$ cat config.mk
export PLATFORM = sky130hd
export DESIGN_NAME = combined_lcg_shuffle_rng
export DESIGN_NICKNAME = d
export VERILOG_FILES = /design/src/sv/clsr_pkg.sv /design/src/sv/clsr_dp.sv /design/src/sv/clsr_ctrl.sv /design/src/sv/combined_lcg_shuffle_rng.sv
export VERILOG_INCLUDE_DIRS = /design/src /design/src/sv
export SDC_FILE = /design/constraint.sdc
export NUM_CORES = 2
export LEC_CHECK = 0
export BUFFER_PORTS_ARGS = -buffer_cell sky130_fd_sc_hd__buf_2
export CAP_MARGIN = 20
export CORE_ASPECT_RATIO = 1.1
export CORE_MARGIN = 2
export CORE_UTILIZATION = 45
export DETAILED_ROUTE_END_ITERATION = 6
export SYNTH_ARGS = -nofsm -noshare
export SYNTH_HDL_FRONTEND = slang
export SYNTH_SLANG_ARGS = --single-unit
$ cat constraint.sdc
create_clock -name i_clk -period 8.3 [get_ports i_clk]
set_input_delay 0.83 -clock i_clk [delete_from_list [all_inputs] [get_ports i_clk]]
set_output_delay 0.83 -clock i_clk [all_outputs]
set_load 0.03 [all_outputs]
$ cat src/sv/combined_lcg_shuffle_rng_defines.svh
// Assertion macros used by the controller of the shuffled generator.
`ifndef COMBINED_LCG_SHUFFLE_RNG_DEFINES_SVH
`define COMBINED_LCG_SHUFFLE_RNG_DEFINES_SVH

// The consequent must hold in the same cycle as the antecedent.
`define CLSR_ASSERT_NOW(label, clk, rst_n, ante, cons) \
    label: assert property (@(posedge clk) disable iff (!rst_n) (ante) |-> (cons)) \
        else $error("clsr assertion failed");

// The consequent must hold in the cycle after the antecedent.
`define CLSR_ASSERT_NEXT(label, clk, rst_n, ante, cons) \
    label: assert property (@(posedge clk) disable iff (!rst_n) (ante) |=> (cons)) \
        else $error("clsr assertion failed");

`endif

$ cat src/sv/clsr_pkg.sv
`default_nettype none

package clsr_pkg;

    localparam int TABLE_DEPTH_DEF = 32;

    // Moduli, multipliers and the folding constants 2^31 - modulus.
    localparam logic [31:0] MOD_A  = 32'd2147483563;
    localparam logic [31:0] MOD_B  = 32'd2147483399;
    localparam logic [15:0] MUL_A  = 16'd40014;
    localparam logic [15:0] MUL_B  = 16'd40692;
    localparam logic [7:0]  FOLD_A = 8'd85;
    localparam logic [7:0]  FOLD_B = 8'd249;

    localparam logic [31:0] RANGE_TOP    = 32'd2147483562;
    localparam logic [30:0] RESET_FIRST  = 31'd1;
    localparam logic [30:0] RESET_SECOND = 31'd123456789;

    typedef enum logic [2:0] {
        ST_IDLE,
        ST_SMUL,
        ST_SFOLD,
        ST_SRED,
        ST_DMUL,
        ST_DFOLD,
        ST_DRED,
        ST_DOUT
    } t_state;

    typedef struct packed {
        logic load_seed;
        logic mul;
        logic fold;
        logic upd_a;
        logic upd_b;
        logic fill_wr;
        logic set_sout;
        logic rd;
        logic fin;
    } t_dp_cmd;

    typedef struct packed {
        logic out_full;
    } t_dp_sts;

endpackage

`default_nettype wire

$ cat src/sv/clsr_dp.sv
`default_nettype none

module clsr_dp #(
    parameter int TABLE_DEPTH = clsr_pkg::TABLE_DEPTH_DEF
) (
    input  wire logic                           i_clk,
    input  wire logic                           i_rst_n,
    input  wire clsr_pkg::t_dp_cmd              i_cmd,
    input  wire logic [$clog2(TABLE_DEPTH)-1:0] i_fill_idx,
    input  wire logic [30:0]                    i_seed,
    input  wire logic                           i_out_ready,
    output clsr_pkg::t_dp_sts                   o_sts,
    output logic [30:0]                         o_deviate,
    output logic                                o_out_valid
);

    localparam int AW = $clog2(TABLE_DEPTH);
    localparam int RW = $clog2(TABLE_DEPTH) + 2;
    localparam logic [31:0] SLOT_DIV = 32'd1 + clsr_pkg::RANGE_TOP / TABLE_DEPTH;
    localparam logic [32:0] SLOT_RCP = (33'd1 << 31) / {1'b0, SLOT_DIV};

    // Generator state and the shuffle output.
    logic [30:0] r_first;
    logic [30:0] r_second;
    logic [30:0] r_shuffle_out;

    // Pipeline registers of the modular step and of the slot division.
    logic [46:0]   r_prod_a;
    logic [46:0]   r_prod_b;
    logic [31:0]   r_fold_a;
    logic [31:0]   r_fold_b;
    logic [RW-1:0] r_q0;
    logic [AW-1:0] r_slot;

    // Shuffle table with valid bits that stand for the cleared reset contents.
    logic [30:0]            r_mem [TABLE_DEPTH];
    logic [TABLE_DEPTH-1:0] r_vld;
    logic [30:0]            r_rd;
    logic                   r_rd_vld;

    logic [30:0] r_deviate;
    logic        r_out_valid;

    logic [30:0]      w_seed;
    logic [23:0]      w_hi_a;
    logic [23:0]      w_hi_b;
    logic [30:0]      n_first;
    logic [30:0]      n_second;
    logic [RW+30:0]   w_q_prod;
    logic [RW-1:0]    w_q1;
    logic [RW+31:0]   w_thr;
    logic [RW-1:0]    w_qc;
    logic [AW-1:0]    n_slot;
    logic [30:0]      w_rd;
    logic [31:0]      w_diff;
    logic [31:0]      w_wrap;
    logic [30:0]      n_deviate;

    assign w_seed = (i_seed == '0) ? 31'd1 : i_seed;

    // The high part of the product is folded back with 2^31 = c (mod m).
    assign w_hi_a = {8'b0, r_prod_a[46:31]} * {16'b0, clsr_pkg::FOLD_A};
    assign w_hi_b = {8'b0, r_prod_b[46:31]} * {16'b0, clsr_pkg::FOLD_B};

    // The folded sum is below twice the modulus, so one subtraction finishes it.
    assign n_first  = (r_fold_a >= clsr_pkg::MOD_A) ?
                      31'(r_fold_a - clsr_pkg::MOD_A) : r_fold_a[30:0];
    assign n_second = (r_fold_b >= clsr_pkg::MOD_B) ?
                      31'(r_fold_b - clsr_pkg::MOD_B) : r_fold_b[30:0];

    // Slot estimate by reciprocal, at most one below the true quotient.
    assign w_q_prod = {{RW{1'b0}}, r_shuffle_out} * {31'b0, SLOT_RCP[RW-1:0]};
    assign w_q1     = r_q0 + RW'(1);
    assign w_thr    = {32'b0, w_q1} * {{RW{1'b0}}, SLOT_DIV};
    assign w_qc     = ({{(RW+1){1'b0}}, r_shuffle_out} >= w_thr) ? w_q1 : r_q0;
    assign n_slot   = (w_qc >= RW'(TABLE_DEPTH)) ? AW'(TABLE_DEPTH - 1) : w_qc[AW-1:0];

    assign w_rd      = r_rd_vld ? r_rd : '0;
    assign w_diff    = {1'b0, w_rd} - {1'b0, r_second};
    assign w_wrap    = w_diff + clsr_pkg::RANGE_TOP;
    assign n_deviate = (w_rd > r_second) ? w_diff[30:0] : w_wrap[30:0];

    always_ff @(posedge i_clk) begin
        if (!i_rst_n) begin
            r_first       <= clsr_pkg::RESET_FIRST;
            r_second      <= clsr_pkg::RESET_SECOND;
            r_shuffle_out <= '0;
            r_vld         <= '0;
            r_out_valid   <= 1'b0;
        end else begin
            if (i_cmd.load_seed) begin
                r_first  <= w_seed;
                r_second <= w_seed;
            end else begin
                if (i_cmd.upd_a) begin
                    r_first <= n_first;
                end
                if (i_cmd.upd_b) begin
                    r_second <= n_second;
                end
            end
            if (i_cmd.set_sout) begin
                r_shuffle_out <= n_first;
            end else if (i_cmd.fin) begin
                r_shuffle_out <= n_deviate;
            end
            if (i_cmd.fill_wr) begin
                r_vld[i_fill_idx] <= 1'b1;
            end else if (i_cmd.fin) begin
                r_vld[r_slot] <= 1'b1;
            end
            if (i_cmd.fin) begin
                r_out_valid <= 1'b1;
            end else if (i_out_ready) begin
                r_out_valid <= 1'b0;
            end
        end
    end

    always_ff @(posedge i_clk) begin
        if (i_cmd.mul) begin
            r_prod_a <= {16'b0, r_first} * {31'b0, clsr_pkg::MUL_A};
            r_prod_b <= {16'b0, r_second} * {31'b0, clsr_pkg::MUL_B};
            r_q0     <= w_q_prod[RW+30:31];
        end
        if (i_cmd.fold) begin
            r_fold_a <= {8'b0, w_hi_a} + {1'b0, r_prod_a[30:0]};
            r_fold_b <= {8'b0, w_hi_b} + {1'b0, r_prod_b[30:0]};
            r_slot   <= n_slot;
        end
        if (i_cmd.fin) begin
            r_deviate <= n_deviate;
        end
    end

    always_ff @(posedge i_clk) begin
        if (i_cmd.fill_wr) begin
            r_mem[i_fill_idx] <= n_first;
        end else if (i_cmd.fin) begin
            r_mem[r_slot] <= r_first;
        end
        if (i_cmd.rd) begin
            r_rd     <= r_mem[r_slot];
            r_rd_vld <= r_vld[r_slot];
        end
    end

    assign o_sts.out_full = r_out_valid & ~i_out_ready;
    assign o_deviate      = r_deviate;
    assign o_out_valid    = r_out_valid;

endmodule

`default_nettype wire

$ cat src/sv/clsr_ctrl.sv
`default_nettype none

`include "combined_lcg_shuffle_rng_defines.svh"

module clsr_ctrl #(
    parameter int TABLE_DEPTH = clsr_pkg::TABLE_DEPTH_DEF
) (
    input  wire logic                           i_clk,
    input  wire logic                           i_rst_n,
    input  wire logic                           i_in_valid,
    input  wire logic                           i_mode,
    input  wire clsr_pkg::t_dp_sts              i_sts,
    output logic                                o_in_ready,
    output clsr_pkg::t_dp_cmd                   o_cmd,
    output logic [$clog2(TABLE_DEPTH)-1:0]      o_fill_idx
);

    localparam int AW = $clog2(TABLE_DEPTH);
    localparam int CW = $clog2(TABLE_DEPTH + 8);
    localparam logic [CW-1:0] CNT_TOP = CW'(TABLE_DEPTH + 7);

    clsr_pkg::t_state r_state;
    clsr_pkg::t_state n_state;
    logic [CW-1:0]    r_cnt;
    logic [CW-1:0]    n_cnt;
    logic             w_take;

    assign w_take = i_in_valid && o_in_ready;

    always_ff @(posedge i_clk) begin
        if (!i_rst_n) begin
            r_state <= clsr_pkg::ST_IDLE;
            r_cnt   <= '0;
        end else begin
            r_state <= n_state;
            r_cnt   <= n_cnt;
        end
    end

    always_comb begin
        n_state = r_state;
        n_cnt   = r_cnt;
        case (r_state)
            clsr_pkg::ST_IDLE, clsr_pkg::ST_DOUT: begin
                if (w_take) begin
                    if (i_mode) begin
                        n_state = clsr_pkg::ST_SMUL;
                        n_cnt   = CNT_TOP;
                    end else begin
                        n_state = clsr_pkg::ST_DMUL;
                    end
                end else if (r_state == clsr_pkg::ST_DOUT && !i_sts.out_full) begin
                    n_state = clsr_pkg::ST_IDLE;
                end
            end
            clsr_pkg::ST_SMUL:  n_state = clsr_pkg::ST_SFOLD;
            clsr_pkg::ST_SFOLD: n_state = clsr_pkg::ST_SRED;
            clsr_pkg::ST_SRED: begin
                if (r_cnt == '0) begin
                    n_state = clsr_pkg::ST_DMUL;
                end else begin
                    n_state = clsr_pkg::ST_SMUL;
                    n_cnt   = r_cnt - CW'(1);
                end
            end
            clsr_pkg::ST_DMUL:  n_state = clsr_pkg::ST_DFOLD;
            clsr_pkg::ST_DFOLD: n_state = clsr_pkg::ST_DRED;
            clsr_pkg::ST_DRED:  n_state = clsr_pkg::ST_DOUT;
            default:            n_state = clsr_pkg::ST_IDLE;
        endcase
    end

    always_comb begin
        o_in_ready = (r_state == clsr_pkg::ST_IDLE) ||
                     (r_state == clsr_pkg::ST_DOUT && !i_sts.out_full);
        o_cmd.load_seed = w_take && i_mode;
        o_cmd.mul       = r_state inside {clsr_pkg::ST_SMUL, clsr_pkg::ST_DMUL};
        o_cmd.fold      = r_state inside {clsr_pkg::ST_SFOLD, clsr_pkg::ST_DFOLD};
        o_cmd.upd_a     = r_state inside {clsr_pkg::ST_SRED, clsr_pkg::ST_DRED};
        o_cmd.upd_b     = (r_state == clsr_pkg::ST_DRED);
        o_cmd.fill_wr   = (r_state == clsr_pkg::ST_SRED) && (r_cnt < CW'(TABLE_DEPTH));
        o_cmd.set_sout  = (r_state == clsr_pkg::ST_SRED) && (r_cnt == '0);
        o_cmd.rd        = (r_state == clsr_pkg::ST_DRED);
        o_cmd.fin       = (r_state == clsr_pkg::ST_DOUT) && !i_sts.out_full;
        o_fill_idx      = r_cnt[AW-1:0];
    end

    // A plain draw request goes straight to the multiply step.
    `CLSR_ASSERT_NEXT(a_draw_start, i_clk, i_rst_n, w_take && !i_mode,
        r_state == clsr_pkg::ST_DMUL)
    // A reseed request starts the warm-up with the full step count.
    `CLSR_ASSERT_NEXT(a_seed_start, i_clk, i_rst_n, w_take && i_mode,
        r_state == clsr_pkg::ST_SMUL && r_cnt == CNT_TOP)
    // The last warm-up step hands over to the draw.
    `CLSR_ASSERT_NEXT(a_seed_end, i_clk, i_rst_n,
        r_state == clsr_pkg::ST_SRED && r_cnt == '0, r_state == clsr_pkg::ST_DMUL)
    // A finished draw waits while the output register is still occupied.
    `CLSR_ASSERT_NEXT(a_out_hold, i_clk, i_rst_n,
        r_state == clsr_pkg::ST_DOUT && i_sts.out_full, r_state == clsr_pkg::ST_DOUT)

endmodule

`default_nettype wire

$ cat src/sv/combined_lcg_shuffle_rng.sv
// A draw request steps through the multiply, fold, reduce and output states;
// in the output state the deviate is loaded into the output register once that
// register is free. A new request is taken only in the idle or output state.
// A reseed adds a warm-up of TABLE_DEPTH + 8 steps of the first generator.
// Reset (synchronous, active low) sets the generators to 1 and 123456789 and
// the shuffle output to zero; the table reads as zero until written.
`default_nettype none

module combined_lcg_shuffle_rng #(
    parameter int TABLE_DEPTH = clsr_pkg::TABLE_DEPTH_DEF
) (
    input  wire logic        i_clk,
    input  wire logic        i_rst_n,
    input  wire logic        i_in_valid,
    output logic             o_in_ready,
    input  wire logic        i_mode,
    input  wire logic [30:0] i_seed,
    output logic             o_out_valid,
    input  wire logic        i_out_ready,
    output logic [30:0]      o_deviate
);

    // The controller sequences each request: a reseed runs the first
    // generator through TABLE_DEPTH + 8 steps, writing the last TABLE_DEPTH
    // values into the shuffle table from the top entry down, and then falls
    // into an ordinary draw.
    //
    // A draw steps both generators in parallel through three modular stages
    // (multiply, fold of the high part, final subtraction) while the slot is
    // worked out from the previous shuffle output by a reciprocal multiply
    // with one correction. The table entry is read in the reduce state and
    // replaced by the new first generator value in the output state, when
    // the deviate is loaded into the output register.
    //
    // The output register lets a new request be taken in the cycle in which
    // a result is delivered, so draws follow one another without a gap.

    clsr_pkg::t_dp_cmd              w_cmd;
    clsr_pkg::t_dp_sts              w_sts;
    logic [$clog2(TABLE_DEPTH)-1:0] w_fill_idx;

    clsr_ctrl #(
        .TABLE_DEPTH(TABLE_DEPTH)
    ) u_ctrl (
        .i_clk      (i_clk),
        .i_rst_n    (i_rst_n),
        .i_in_valid (i_in_valid),
        .i_mode     (i_mode),
        .i_sts      (w_sts),
        .o_in_ready (o_in_ready),
        .o_cmd      (w_cmd),
        .o_fill_idx (w_fill_idx)
    );

    clsr_dp #(
        .TABLE_DEPTH(TABLE_DEPTH)
    ) u_dp (
        .i_clk       (i_clk),
        .i_rst_n     (i_rst_n),
        .i_cmd       (w_cmd),
        .i_fill_idx  (w_fill_idx),
        .i_seed      (i_seed),
        .i_out_ready (i_out_ready),
        .o_sts       (w_sts),
        .o_deviate   (o_deviate),
        .o_out_valid (o_out_valid)
    );

endmodule

`default_nettype wire

Word-level counts from Yosys, hierarchy flattened
Memory sizes are Yosys's and may differ from the RTL's. A register that Yosys moved wholly into a read port is not among the register bits.
Cells that the tools add are included.
Widths: inputs -> output; s select.
- bitwise logic cells: 4
- shift-type cells: 0
- divide/modulo/power cells: 0
- add/subtract/negate cells: 8
- eq/ne operators: 11
- reduce and logical (&&, ||, !) cells: 24
- $lt $le $gt $ge: 10
- multipliers: 5
- mux-type cells: 39
- operator list (kind ; count):
    $mux 31 ; 12
    $ge 32x31->1 const B ; 2
    $mux 32 ; 2
    $or 32x32->32 ; 2
    $sub 31x31->31 const B ; 2
    $mul 31x15->46 const B ; 1
    $mul 31x14->45 const B ; 1
    $ge 31x33->1 ; 1
    $add 23x31->32 ; 1
    $add 24x31->32 ; 1
    $mul 7x25->32 const B ; 1
    $add 31x31->31 const B ; 1
    $gt 31x31->1 ; 1
    $logic_not 31->1 ; 1
    $reduce_or 31->1 ; 1
    $sub 31x31->31 ; 1
    $mul 16x8->24 const B ; 1
    $mul 16x7->23 const B ; 1
    $pmux 3 s7 ; 1
    $mux 6 ; 3
    $reduce_bool 2->1 ; 9
    $eq 3x3->1 const B ; 4
    $lt 5x6->1 const B ; 2
    $mux 3 ; 4
    25 further kinds ; 45
- register bits: 332
- bits in read-only memories: 0
- latch bits: 0
- memories: 1
- word-level logic and storage cells: 117
- output and inout bits: 33
- memory bits (writable): 992
- memories (name ; words ; bits a word ; rd ports ; clocked after memory_dff ; wr ports ; RTL line ; text):
    u_dp.r_mem ; 32 ; 31 ; 1 ; 1 ; 1 ; clsr_dp.sv:36 ; logic [30:0] r_mem [TABLE_DEPTH];

Depth between registers and ports, before layout
- depth in word-level cells: 9
- mapped depth: 31
- gate-level depth less buffers: 30

Modules after synthesis
A second synthesis with hierarchy kept.
- cell total of the unflattened synthesis: 5517
- area, all modules: 77312.9 µm²
- by module, submodules not included (module ; instances ; area an instance (µm²) ; cells each):
    clsr_dp ; 1 ; 76678.5 ; 5438
    clsr_ctrl ; 1 ; 634.4 ; 79

Least setup slack after synthesis
No wires, ideal clock.
- kind: reg2reg
- start point: register u_dp.r_q0[0]
- end point: register u_dp.r_slot[4] (data pin)
- cell stages (with the launch flop): 32
- required time: 8.040 ns
- clock period less this slack: 7.005 ns
- arrival time: 6.746 ns
- path slack: 1.295 ns
- setup time: 0.260 ns
- cell sequence: edfxtp_1 -> ha_1 -> xnor2_1 -> inv_1 -> ha_1 -> xnor2_1 -> inv_1 -> fa_1 -> fa_1 -> inv_1 -> ha_1 -> nor2b_1 -> o21ai_0 -> a21boi_0 -> or2_2 -> a21oi_1 -> inv_1 -> a21o_1 -> a21oi_1 -> o21ai_0 -> a21oi_1 -> xor2_1 -> ha_1 -> nand3_1 -> nor4_1 -> a221oi_1 -> o21ai_0 -> a21oi_1 -> a2111o_1 -> clkbuf_1 -> nor2_1 -> mux2_2
- longest elaborated chain between the ends: 5
- RTL lines (element ; RTL line ; text):
    start, declared ; clsr_dp.sv:32 ; logic [RW-1:0] r_q0;
    start signal, assigned ; clsr_dp.sv:124 ; r_q0 <= w_q_prod[RW+30:31];
    $add 5x1->6 ; clsr_dp.sv:73 ; assign w_q1 = r_q0 + RW'(1);
    $mul 7x25->32 ; clsr_dp.sv:74 ; assign w_thr = {32'b0, w_q1} * {{RW{1'b0}}, SLOT_DIV};
    $ge 31x33->1 ; clsr_dp.sv:75 ; assign w_qc = ({{(RW+1){1'b0}}, r_shuffle_out} >= w_thr) ? w_q1 : r_q0;
    $mux 7 * ; clsr_dp.sv:75 ;
    $ge 7x6->1 ; clsr_dp.sv:76 ; assign n_slot = (w_qc >= RW'(TABLE_DEPTH)) ? AW'(TABLE_DEPTH - 1) : w_qc[AW-1:0];
    end signal, assigned ; clsr_dp.sv:129 ; r_slot <= n_slot;
    end, declared ; clsr_dp.sv:33 ; logic [AW-1:0] r_slot;
Mark *: on every way between the ends. The rest lies on a longest branch, timed or not.
A chain may end at the register's enable or synchronous reset.

Worst setup path in the final report
Ends and elaborated chain as after synthesis.

==> run metrics <==
Mapped Area=77,600 µm²; Syn-to-layout area delta=11.0%; vias per cell=5.86; vias in the first global route=48,200; Congestion Overflow GR=0; Yosys reg bits=1,355; CP bufs+invs=5; Hold Crit Class=input port to flop; CORE AREA=171,000 µm²; initial core utilization=0.454; Most used DFF post-synth=edfxtp_1; synthesized area per cell=13.8 µm²; fin util=0.504; root buffer cell=clkbuf_16; Post-synth EDFFs=1,220; outcome=finished clean; CP delay by family, top=adder cells; max-cap violation count=0; WS Path Type=flop to flop; skew final=0.0418 ns; Crit Path Max Fanout=9; asr flop ratio synth=0; layout cell share with drive strength beyond 1=0.130; crit-path max cell delay=0.58 ns; register area share after synthesis=0.507; crit path DAT=8.33 ns; Synth Instances=5,623; hold buffer count at cts=0; Clock Tree Buf Depth=3; commonest cells in the synthesized netlist=edfxtp_1 (1,220), inv_1 (635), ha_1 (546), fa_1 (465), nor2_1 (348); Final Hold Fails=0; unrepaired setup endpoints after global routing=no; Final WS setup=0.516 ns; Fillers=14,600; antenna-violating nets left=0; CTS resizes=0; Final Cycle Share=0.938; Slew headroom=0.262; Rows=159; Netlist cell types=92; Clock Sinks=1,355; element type at the critical path start=flop; CTS tree=done; Clock Latency Late Sink=0.81 ns; Critical Path Sink Type=flop; GRT Overall Usage=0.253; Synth top area share=0.472; crit path time final=7.78 ns; via count=47,700; Syn Nets=6,670; CP max-delay cell=nor4_1; final max-slew violation count=0; Remaining DRCs=0; Ports=69; Synth area leader=edfxtp_1; Post-CTS Setup Repair Bufs=0; Synth area leaders=edfxtp_1 (47%), fa_1 (12%), ha_1 (8.8%); pre-CTS setup slack=0.603 ns; Worst Max-Slew Pin Slew=1.11 ns; first-pass GRT wire length=323,000 µm; nets@finish=6,821; Required @ worst endpoint=8.85 ns; final setup vio count=0; Clk pin slew, worst setup/hold paths=0.06 ns; Inserted Clock Buffers=144; Antenna Cells=0; GP Congestion=0.956; H-tree depth=4; antenna violations before repair=10; DR iter-0 viols=5,166; die height=440 µm; Detail Placement HPWL=148,000 µm; number of buffer cells added on primary ports=68; Die ar.=176,000 µm²; Synth Warn #=0; Max Clk Rate=0.128 GHz; Setup Total Neg Slack=0 ns; First-pass DRT Iterations=6; most frequent cell after synthesis=edfxtp_1; hold slack=0.353 ns; DIE WIDTH=400 µm; pin count of the biggest net entering global routing=97; Routed WL=220,000 µm; wire per inst=27.0 µm
-- through the flow --
step / area, µm² / cells
6_report: 86100 / 8141
5_1_grt: 86100 / 8141
4_1_cts: 86100 / 8140
3_5_place_dp: 81400 / 7881
3_3_place_gp: 81400 / 7878
2_1_floorplan: 77600 / 5623
-- kinds of logic after synthesis --
| group | synth area share |
|---|---|
| muxes | 0.0755 |
| AOI/OAI and AO/OA | 0.0800 |
| and+or+nand+nor | 0.0625 |
| buffers and inverters | 0.0400 |
| DFF | 0.507 |
| adders and majority gates | 0.208 |
| xor gates and xnor gates | 0.0273 |
-- flip-flops by register name (all words and copies together), names as in the netlist --
signal,count
u_dp.r_fold_a,32
u_dp.r_shuffle_out,31
u_dp.r_first,31
u_ctrl.r_state,3
u_dp.r_mem,992
u_dp.r_vld,32
u_dp.r_second,31
u_dp.r_fold_b,32
u_dp.r_rd_vld,1
u_dp.o_out_valid,1
u_dp.o_deviate,31
u_dp.r_slot,5
u_dp.r_q0,5
u_ctrl.r_cnt,6
u_dp.r_rd,31
u_dp.r_prod_b,45
u_dp.r_prod_a,46
-- cell usage in the layout, fill, tap and decap left out, types with 24 or more instances in the layout --
| cell | n |
|---|---|
| edfxtp_1 | 1220 |
| inv_1 | 634 |
| ha_1 | 546 |
| fa_1 | 465 |
| nor2_1 | 303 |
| mux4_2 | 256 |
| a21oi_1 | 243 |
| nand2_1 | 196 |
| clkbuf_16 | 147 |
| xnor2_1 | 145 |
| a22oi_1 | 141 |
| dfxtp_1 | 135 |
| o21ai_0 | 132 |
| buf_4 | 107 |
| a21o_1 | 103 |
| xor2_1 | 97 |
| nand3_1 | 76 |
| nand4_1 | 69 |
| buf_2 | 68 |
| and2_1 | 60 |
| nor3_1 | 45 |
| nor2_4 | 39 |
| a211oi_1 | 34 |
| and3_1 | 32 |
| clkinv_1 | 32 |
| nand2b_1 | 30 |
| o21a_1 | 30 |
| nor2b_1 | 27 |
| clkbuf_1 | 27 |
| a21oi_2 | 24 |
-- worst register-to-register path, stage by stage (launching register included) --
cell and delay, ns:
edfxtp_1 0.51, ha_1 0.28, xnor2_1 0.27, inv_1 0.14
ha_1 0.35, xnor2_1 0.46, inv_1 0.12, fa_1 0.47
fa_1 0.52, inv_1 0.04, ha_1 0.33, nor2b_1 0.15
o21ai_0 0.21, a21boi_0 0.15, or2_2 0.29, a21oi_1 0.14
buf_4 0.19, inv_1 0.08, fa_1 0.38, ha_1 0.31
nand4_1 0.17, nor4_1 0.59, a221oi_1 0.17, o21ai_0 0.12
a21oi_1 0.08, a2111o_1 0.53, nor2_1 0.15, mux2_2 0.34
-- routing by layer --
layer / vias up / wire length (µm) / share of wire / global-route usage
met5: - / 57 / 0.00026 / 0
met4: 6 / 6660 / 0.030 / 0.0763
met3: 327 / 14700 / 0.067 / 0.0326
met2: 1763 / 105000 / 0.48 / 0.411
met1: 24700 / 93000 / 0.42 / 0.356
li1: 21000 / - / - / -
-- final timing paths --
| check | startpoint | endpoint | slack [ns] | cells after the start |
|---|---|---|---|---|
| max reg2reg | u_dp.r_q0[0]$_DFFE_PP_ | u_dp.r_slot[4]$_SDFFCE_PP1P_ | 0.52 | 27 |
| min | i_seed[2] | u_dp.r_second[2]$_SDFFE_PN1P_ | 0.35 | 3 |
| min reg2reg | u_dp.r_vld[10]$_SDFFE_PN0P_ | u_dp.r_vld[10]$_SDFFE_PN0P_ | 0.47 | 2 |
| max | u_dp.r_q0[0]$_DFFE_PP_ | u_dp.r_slot[4]$_SDFFCE_PP1P_ | 0.52 | 27 |
-- final cells by class --
class | instances | area (µm²) | area share
Clock inverter | 82 | 855 | 0.00992
Tap cell | 2254 | 2820 | 0.0327
Inverter | 637 | 2390 | 0.0278
Multi-Input combinational cell | 3453 | 35600 | 0.414
Clock buffer | 177 | 3820 | 0.0444
Sequential cell | 1355 | 39300 | 0.457
Timing Repair Buffer | 183 | 1290 | 0.0150
Power is left out: the tool's default activity adds up to more than one toggle a clock period on the data nets, which glitch-free logic cannot reach.
